File: src/rtl/nnspf_pkg.sv
// ----------------------------------------------------------------------------
// nnspf_pkg
// shared widths, limits and register map of the scaled pixel fetch block
// ----------------------------------------------------------------------------
package nnspf_pkg;

  // limits of the pixel store and of the screen
  localparam int unsigned MaxSrcW   = 256;
  localparam int unsigned MaxSrcH   = 256;
  localparam int unsigned MaxScrDim = 4096;

  // field widths
  localparam int unsigned CoordW  = 12;
  localparam int unsigned ScrW    = 13;
  localparam int unsigned SrcW    = 9;
  localparam int unsigned PixelW  = 32;

  // store addressing: row * MaxSrcW + column
  localparam int unsigned ColW    = $clog2(MaxSrcW);
  localparam int unsigned RowW    = $clog2(MaxSrcH);
  localparam int unsigned AddrW   = ColW + RowW;
  localparam int unsigned Depth   = MaxSrcW * MaxSrcH;

  // divider: dividend = coord * src, quotient is always below src
  localparam int unsigned DivdW   = CoordW + SrcW;
  localparam int unsigned QuotW   = SrcW;
  localparam int unsigned RemW    = ScrW + 1;
  localparam int unsigned CntW    = $clog2(QuotW + 1);

  // configuration port
  localparam int unsigned PaddrW  = 5;
  localparam int unsigned PdataW  = 32;

  typedef enum logic [2:0] {
    RegScreenWidth   = 3'd0,
    RegScreenHeight  = 3'd1,
    RegSourceWidth   = 3'd2,
    RegSourceHeight  = 3'd3,
    RegImageReady    = 3'd4,
    RegBackground    = 3'd5
  } reg_idx_e;

endpackage

File: src/rtl/nnspf_div.sv
// ----------------------------------------------------------------------------
// nnspf_div
// restoring divider, one quotient bit a cycle, quotient known to fit QuotW
// ----------------------------------------------------------------------------
module nnspf_div (
  input  logic                              clk_i,
  input  logic                              rst_ni,
  input  logic                              start_i,
  input  logic [nnspf_pkg::DivdW-1:0]       dividend_i,
  input  logic [nnspf_pkg::ScrW-1:0]        divisor_i,
  output logic                              busy_o,
  output logic [nnspf_pkg::QuotW-1:0]       quotient_o
);

  logic                             busy_q;
  logic [nnspf_pkg::CntW-1:0]       cnt_q;
  logic [nnspf_pkg::RemW-1:0]       rem_q;
  logic [nnspf_pkg::QuotW-1:0]      quo_q;
  logic [nnspf_pkg::ScrW-1:0]       div_q;
  logic [nnspf_pkg::RemW-1:0]       trial;
  logic [nnspf_pkg::RemW-1:0]       diff;
  logic                             fits;

  // shift in the next dividend bit and try the subtraction
  assign trial = {rem_q[nnspf_pkg::RemW-2:0], quo_q[nnspf_pkg::QuotW-1]};
  assign fits  = trial >= {1'b0, div_q};
  assign diff  = trial - {1'b0, div_q};

  always_ff @(posedge clk_i or negedge rst_ni) begin
    if (!rst_ni) begin
      busy_q <= 1'b0;
      cnt_q  <= '0;
    end else if (start_i) begin
      busy_q <= 1'b1;
      cnt_q  <= nnspf_pkg::CntW'(nnspf_pkg::QuotW);
    end else if (busy_q) begin
      cnt_q <= cnt_q - 1'b1;
      if (cnt_q == nnspf_pkg::CntW'(1)) begin
        busy_q <= 1'b0;
      end
    end
  end

  // upper dividend bits are below the divisor, so they seed the remainder
  always_ff @(posedge clk_i) begin
    if (start_i) begin
      rem_q <= nnspf_pkg::RemW'(dividend_i[nnspf_pkg::DivdW-1:nnspf_pkg::QuotW]);
      quo_q <= dividend_i[nnspf_pkg::QuotW-1:0];
      div_q <= divisor_i;
    end else if (busy_q) begin
      rem_q <= fits ? diff : trial;
      quo_q <= {quo_q[nnspf_pkg::QuotW-2:0], fits};
    end
  end

  assign busy_o     = busy_q;
  assign quotient_o = quo_q;

endmodule

File: config.mk
export PLATFORM = sky130hd
export DESIGN_NAME = nnspf_div
export DESIGN_NICKNAME = d
export VERILOG_FILES = /design/src/rtl/nnspf_pkg.sv /design/src/rtl/nnspf_div.sv
export SDC_FILE = /design/constraint.sdc
export NUM_CORES = 1
export LEC_CHECK = 0
export ABC_AREA = 1
export CORE_MARGIN = 2
export CORE_UTILIZATION = 60
export CTS_BUF_LIST = sky130_fd_sc_hd__clkbuf_16
export DETAILED_ROUTE_END_ITERATION = 10
export DONT_BUFFER_PORTS = 1
export HOLD_SLACK_MARGIN = 0.06
export PLACE_DENSITY = 0.84
export SYNTH_ARGS = -nofsm -noshare
export SYNTH_HDL_FRONTEND = slang
export SYNTH_SLANG_ARGS = --single-unit
File: constraint.sdc
create_clock -name clk_i -period 2.3 [get_ports clk_i]
set_input_delay 0.345 -clock clk_i [delete_from_list [all_inputs] [get_ports clk_i]]
set_output_delay 0.345 -clock clk_i [all_outputs]
set_load 0.005 [all_outputs]
Word-level counts from Yosys, hierarchy flattened
Cells that the tools add are included.
W data, S select, Z words.

operators by class
  $add $sub $neg = 2
  mux-type cells = 10
  $lt $le $gt $ge = 1
  reduce and logical (&&, ||, !) cells = 1
  eq/ne operators = 1

operator list
  kind                   number
  $mux W12               2
  $mux W9                2
  $ge A14 B13 Y1         1
  $mux W13               1
  $sub A13 B13 Y13       1
  $mux W4                2
  $eq A4 B1 Y1 const B   1
  $sub A4 B1 Y4 const B  1
  $mux W1                3
  $reduce_bool A2 Y1     1

word-level totals
  word-level logic and storage cells = 21
  bits of input ports = 37
  output and inout port bits = 10
  bits in registers = 40

Longest topological paths before layout
  depth after elaboration = 4
  depth in mapped cells = 13
  gate-level depth less buffers = 12

Least setup slack after synthesis
No wires, ideal clock.

  kind = register to register
  from = register quo_q (netlist bit quotient_o[8])
  to = register rem_q[4] in the netlist's numbering (data pin)
  stages on the path, launching flop included = 12
  buffers on the path = 1
  period minus slack after synthesis = 2.027 ns
  library setup time = 0.254 ns
  setup slack = 0.273 ns
  required time = 2.046 ns
  arrival time = 1.774 ns
  path through = edfxtp_1 -> inv_1 -> ha_1 -> inv_1 -> fa_1 -> nand2_1 -> nand3_2 -> nand2_2 -> nand3_4 -> buf_12 -> nor2_2 -> o21ai_2

between the ends
  word-level cells in the longest chain between the ends = 4
  elaborated cells between the ends (all ways) = 5
  those cells by class = 1 x add/sub; 1 x order compare; 3 x mux

RTL lines
  what                                                       line                              RTL
  start: declaration                                         nnspf_div.sv:18                   logic [nnspf_pkg::QuotW-1:0] quo_q;
  start signal: assignment                                   nnspf_div.sv:48                   quo_q <= dividend_i[nnspf_pkg::QuotW-1:0];
  start signal: assignment                                   nnspf_div.sv:52                   quo_q <= {quo_q[nnspf_pkg::QuotW-2:0], fits};
  $sub A13 B13 Y13 / $ge A14 B13 Y1 (equally long branches)  nnspf_div.sv:27, nnspf_div.sv:26
  $mux W13 (*)                                               nnspf_div.sv:51                   rem_q <= fits ? diff : trial;
  $mux W12 (*)                                               nnspf_div.sv:50                   end else if (busy_q) begin
  $mux W12 (*)                                               nnspf_div.sv:46                   if (start_i) begin
  end signal: assignment                                     nnspf_div.sv:47                   rem_q <= nnspf_pkg::RemW'(dividend_i[nnspf_pkg::DivdW-1:nnspf_pkg::QuotW]);
  end signal: assignment                                     nnspf_div.sv:51
  end: declaration                                           nnspf_div.sv:17                   logic [nnspf_pkg::RemW-1:0] rem_q;

Every way passes the cells marked *; elsewhere a longest branch is shown, timed or not. The select of a mux whose other input is x is not followed.
A chain may end at the register's enable or synchronous reset.

Final worst setup path
  from = register quo_q (netlist bit quotient_o[8])
  to = register rem_q[3] in the netlist's numbering (data pin)

The elaborated chain is that of the path after synthesis.

==> summary.txt <==
Routing
  • Aggregate routed wire length: 5770 µm
  • Vias: 2218
  • Initial DRC count: 154
  • # DRC: 0
  • Drt wl/cell: 14.6 µm
  • Initial DRT Pass Iterations: 5
  • Antenna Nets Post-Route: 0
  • Via density: 5.60

Power and ir drop
  • Static leakage: 1.46 nW
  • Max IR drop VDD: 0.645 mV
  • Pwr/cell area: ~1300 nW/µm²

Floorplan
  • Row Count: 24
  • Std-Cell Core Area: 4350 µm²
  • Starting Density: 0.624
  • Io pins: 47
  • Die width: around 71 µm
  • Die area: 5080 µm²
  • Die Span Y: around 71 µm

Synthesis
  • Post-synthesis cell area: 2720 µm²
  • Register area share after synthesis: 0.429
  • Share of the synthesized area in the top cell type: 0.376
  • Avg Inst Size Synth: 8.03 µm²
  • Synth cell types: 31
  • Instance count of the mapped netlist: 338
  • Ys Warns: 0
  • Post-synth ARST share: 0.125
  • Mapped Nets: 391
  • FF+latch count, synth: 40
  • Post-synth top flop: edfxtp_1
  • Main area contributors after synthesis: edfxtp_1 38%, nand2_1 16%, inv_1 7.6%, ha_1 6.9%, dfrtp_1 4.6%
  • Synth area leader: edfxtp_1
  • Number of flops mapped to enable cells by yosys: 34

STA
  • Final period util: 0.946
  • Slew @ Worst Pin: 741 ps
  • Final Hold Viols: 0
  • Final slew viol count: 0
  • Clock skew: 6.44 ps
  • Final setup vio count: 0
  • Post-route setup TNS: 0 ps
  • Max Clock Freq: 0.460 GHz
  • Slew headroom: 0.506
  • Final min period: 2170 ps

GRT
  • Number of global-route vias before repair: between 2000 and 2500
  • Largest net degree at the start of global routing: 40
  • Global Route met1 Usage: 0.285
  • GRT overflow: 0
  • Met3 Use GR: 0.0563
  • First-pass GRT wire length: between 9000 and 10000 µm
  • Global Route Usage Sum: 0.244
  • GRT met2 Usage: 0.436
  • GRT busiest layer: met2
  • Initial antenna violation count: 0

Critical path
  • FF-to-FF setup slack: between 100 and 150 ps
  • Worst reg2reg endpoint: rem_q[3]
  • R2r startpoint: quotient_o[8]
  • Required @ worst endpoint: approximately 2300 ps
  • Worst Setup Start Kind: register
  • Crit path max fanout: 9
  • Critical-path top delay cell: edfxtp_1
  • Critical-path cell list: inv_1 > ha_1 > inv_1 > fa_2 > nand2_1 > nand3_2 > nand2_2 > nand3_4 > nor2_1 > o21ai_1
  • Worst EP arrival: between 2000 and 2500 ps
  • Reg2reg path depth: 10
  • Crit. End Element: register
  • Worst path most repeated cell: inv_1
  • Crit Path Class: register to register
  • CP max stage delay: 450 ps

Final layout
  • # nets final: 396
  • Area grow syn2layout: 7.88%
  • Ant diodes: 0
  • Layout Cells excl Fill: 396
  • Fill count: 347
  • Layout cells sized above 1: 0.131

Worst hold path
  • Hold Crit Endpoint: div_q[7]
  • Worst Hold Class: input port to register
  • Hold wc startpoint: divisor_i[7]
  • Hold Path Stages: 0

Clock tree
  • Postcts setup bufs: 0
  • TritonCTS Buffers: 5
  • Clock-pin slew on the worst setup and hold paths: ~60 ps
  • CTS tree: done
  • H-tree level count: 2
  • CTS sink count: 40
  • Clk buf depth: 2
  • Root Buffer: clkbuf_16
  • Skew-Pair Late Insertion Delay: 290 ps

Run
  • Max Cap Violations: 0

Placement
  • Placed cell count: 386
  • PortBufs: 0
  • Detail Placement HPWL: 3990 µm
  • Routability cong.: 0.930

Run status
  • Status: completed
## synthesized netlist by cell type (5+ instances only)
cell type and instances:
dfrtp_1 5, nand2_1 118, nor2_2 7, nand3_1 21, a21oi_1 5, ha_1 15
nand3b_1 9, nand2_2 9, nor2_1 14, edfxtp_1 34, xnor2_1 5, nand3_2 7
inv_1 55
## metrics by stage
step	hold slack, ps	util	cell area, µm²	worst slack [ps]	total power [W]
6_report	149	0.673	2930	125	0.00376
5_1_grt	144	0.673	2930	-3.63	0.00406
4_1_cts	150	0.668	2910	59.4	0.00370
3_5_place_dp	49.5	0.633	2760	130	0.00300
3_3_place_gp	49.5	0.633	2760	188	0.00295
2_1_floorplan	49.4	-	2720	273	0.00268
## power breakdown
group / internal [W] / switching (W)
Sequential: 0.00102 / 0.000116
Combinational: 0.000722 / 0.00123
Clock: 0.000396 / 0.000281
Total: 0.00214 / 0.00162
## cell families after synthesis
logic type | synth area share
XOR/XNOR | 0.0226
buffers and inverters | 0.0982
flip-flops | 0.429
adder cells (fa/ha/maj) | 0.0765
AO/OA/AOI/OAI | 0.0364
AND/OR/NAND/NOR | 0.337
## critical path: cells and delay by family (launching register included)
family          cells  cell delay, ps
compound gates      1              80
fa+ha+maj           2             520
buf+inv             2             170
flops               1             450
simple gates        5             700
## final cells by class
class	instances	area [µm²]	area share
clock buffer	5	125	0.0427
timing repair buffer	4	32.5	0.0111
inverter	59	221	0.0756
multi-input combinational	233	1300	0.445
clock inverter	3	16.3	0.00555
tap	52	65.1	0.0222
sequential	40	1170	0.398
## cell usage in the layout (no fill, tap or decap), types with 3 or more instances in the layout
| cell | synthesis | routed |
|---|---|---|
| nand2_2 | 9 | 9 |
| a21oi_1 | 5 | 5 |
| o21ai_0 | 3 | 3 |
| inv_1 | 55 | 56 |
| nand3b_1 | 9 | 9 |
| buf_4 | 0 | 3 |
| edfxtp_1 | 34 | 34 |
| nand2_1 | 118 | 118 |
| ha_1 | 15 | 15 |
| nand3_2 | 7 | 7 |
| inv_2 | 4 | 4 |
| clkbuf_16 | 0 | 5 |
| nor2_1 | 14 | 14 |
| nor2_2 | 7 | 7 |
| o21ai_1 | 3 | 3 |
| nand4_1 | 4 | 4 |
| nand3_1 | 21 | 21 |
| dfrtp_1 | 5 | 5 |
| xnor2_1 | 5 | 5 |
## what timing repair did
action	4_1_cts	5_1_grt
hold buffers	1	0
endpoints found under the setup margin	0	12
gates resized for setup	0	2
endpoints found under the hold margin	5	0
## state kept, by name (all words and copies together), names as in the netlist
| name | count |
|---|---|
| quotient_o | 9 |
| rem_q | 13 |
| div_q | 13 |
| busy_o | 1 |
| cnt_q | 4 |
## per-layer routing
metal,vias to the layer above,share of wire
li1,1087,-
met1,1029,0.41
met2,87,0.51
met3,15,0.056
met4,0,0.022
met5,-,0
## worst max path at each step
stage                  startpoint       end  slack, ps  cells after the start
global placement    quotient_o[8]  rem_q[0]        190                     10
global route        quotient_o[8]  rem_q[3]         -4                     11
detailed placement  quotient_o[8]  rem_q[1]        130                     10
CTS                 quotient_o[8]  rem_q[1]         60                     10
finish              quotient_o[8]  rem_q[3]        130                     10
floorplan           quotient_o[8]  rem_q[4]        270                     11
No activity file was read; power rests on OpenSTA's default activity.
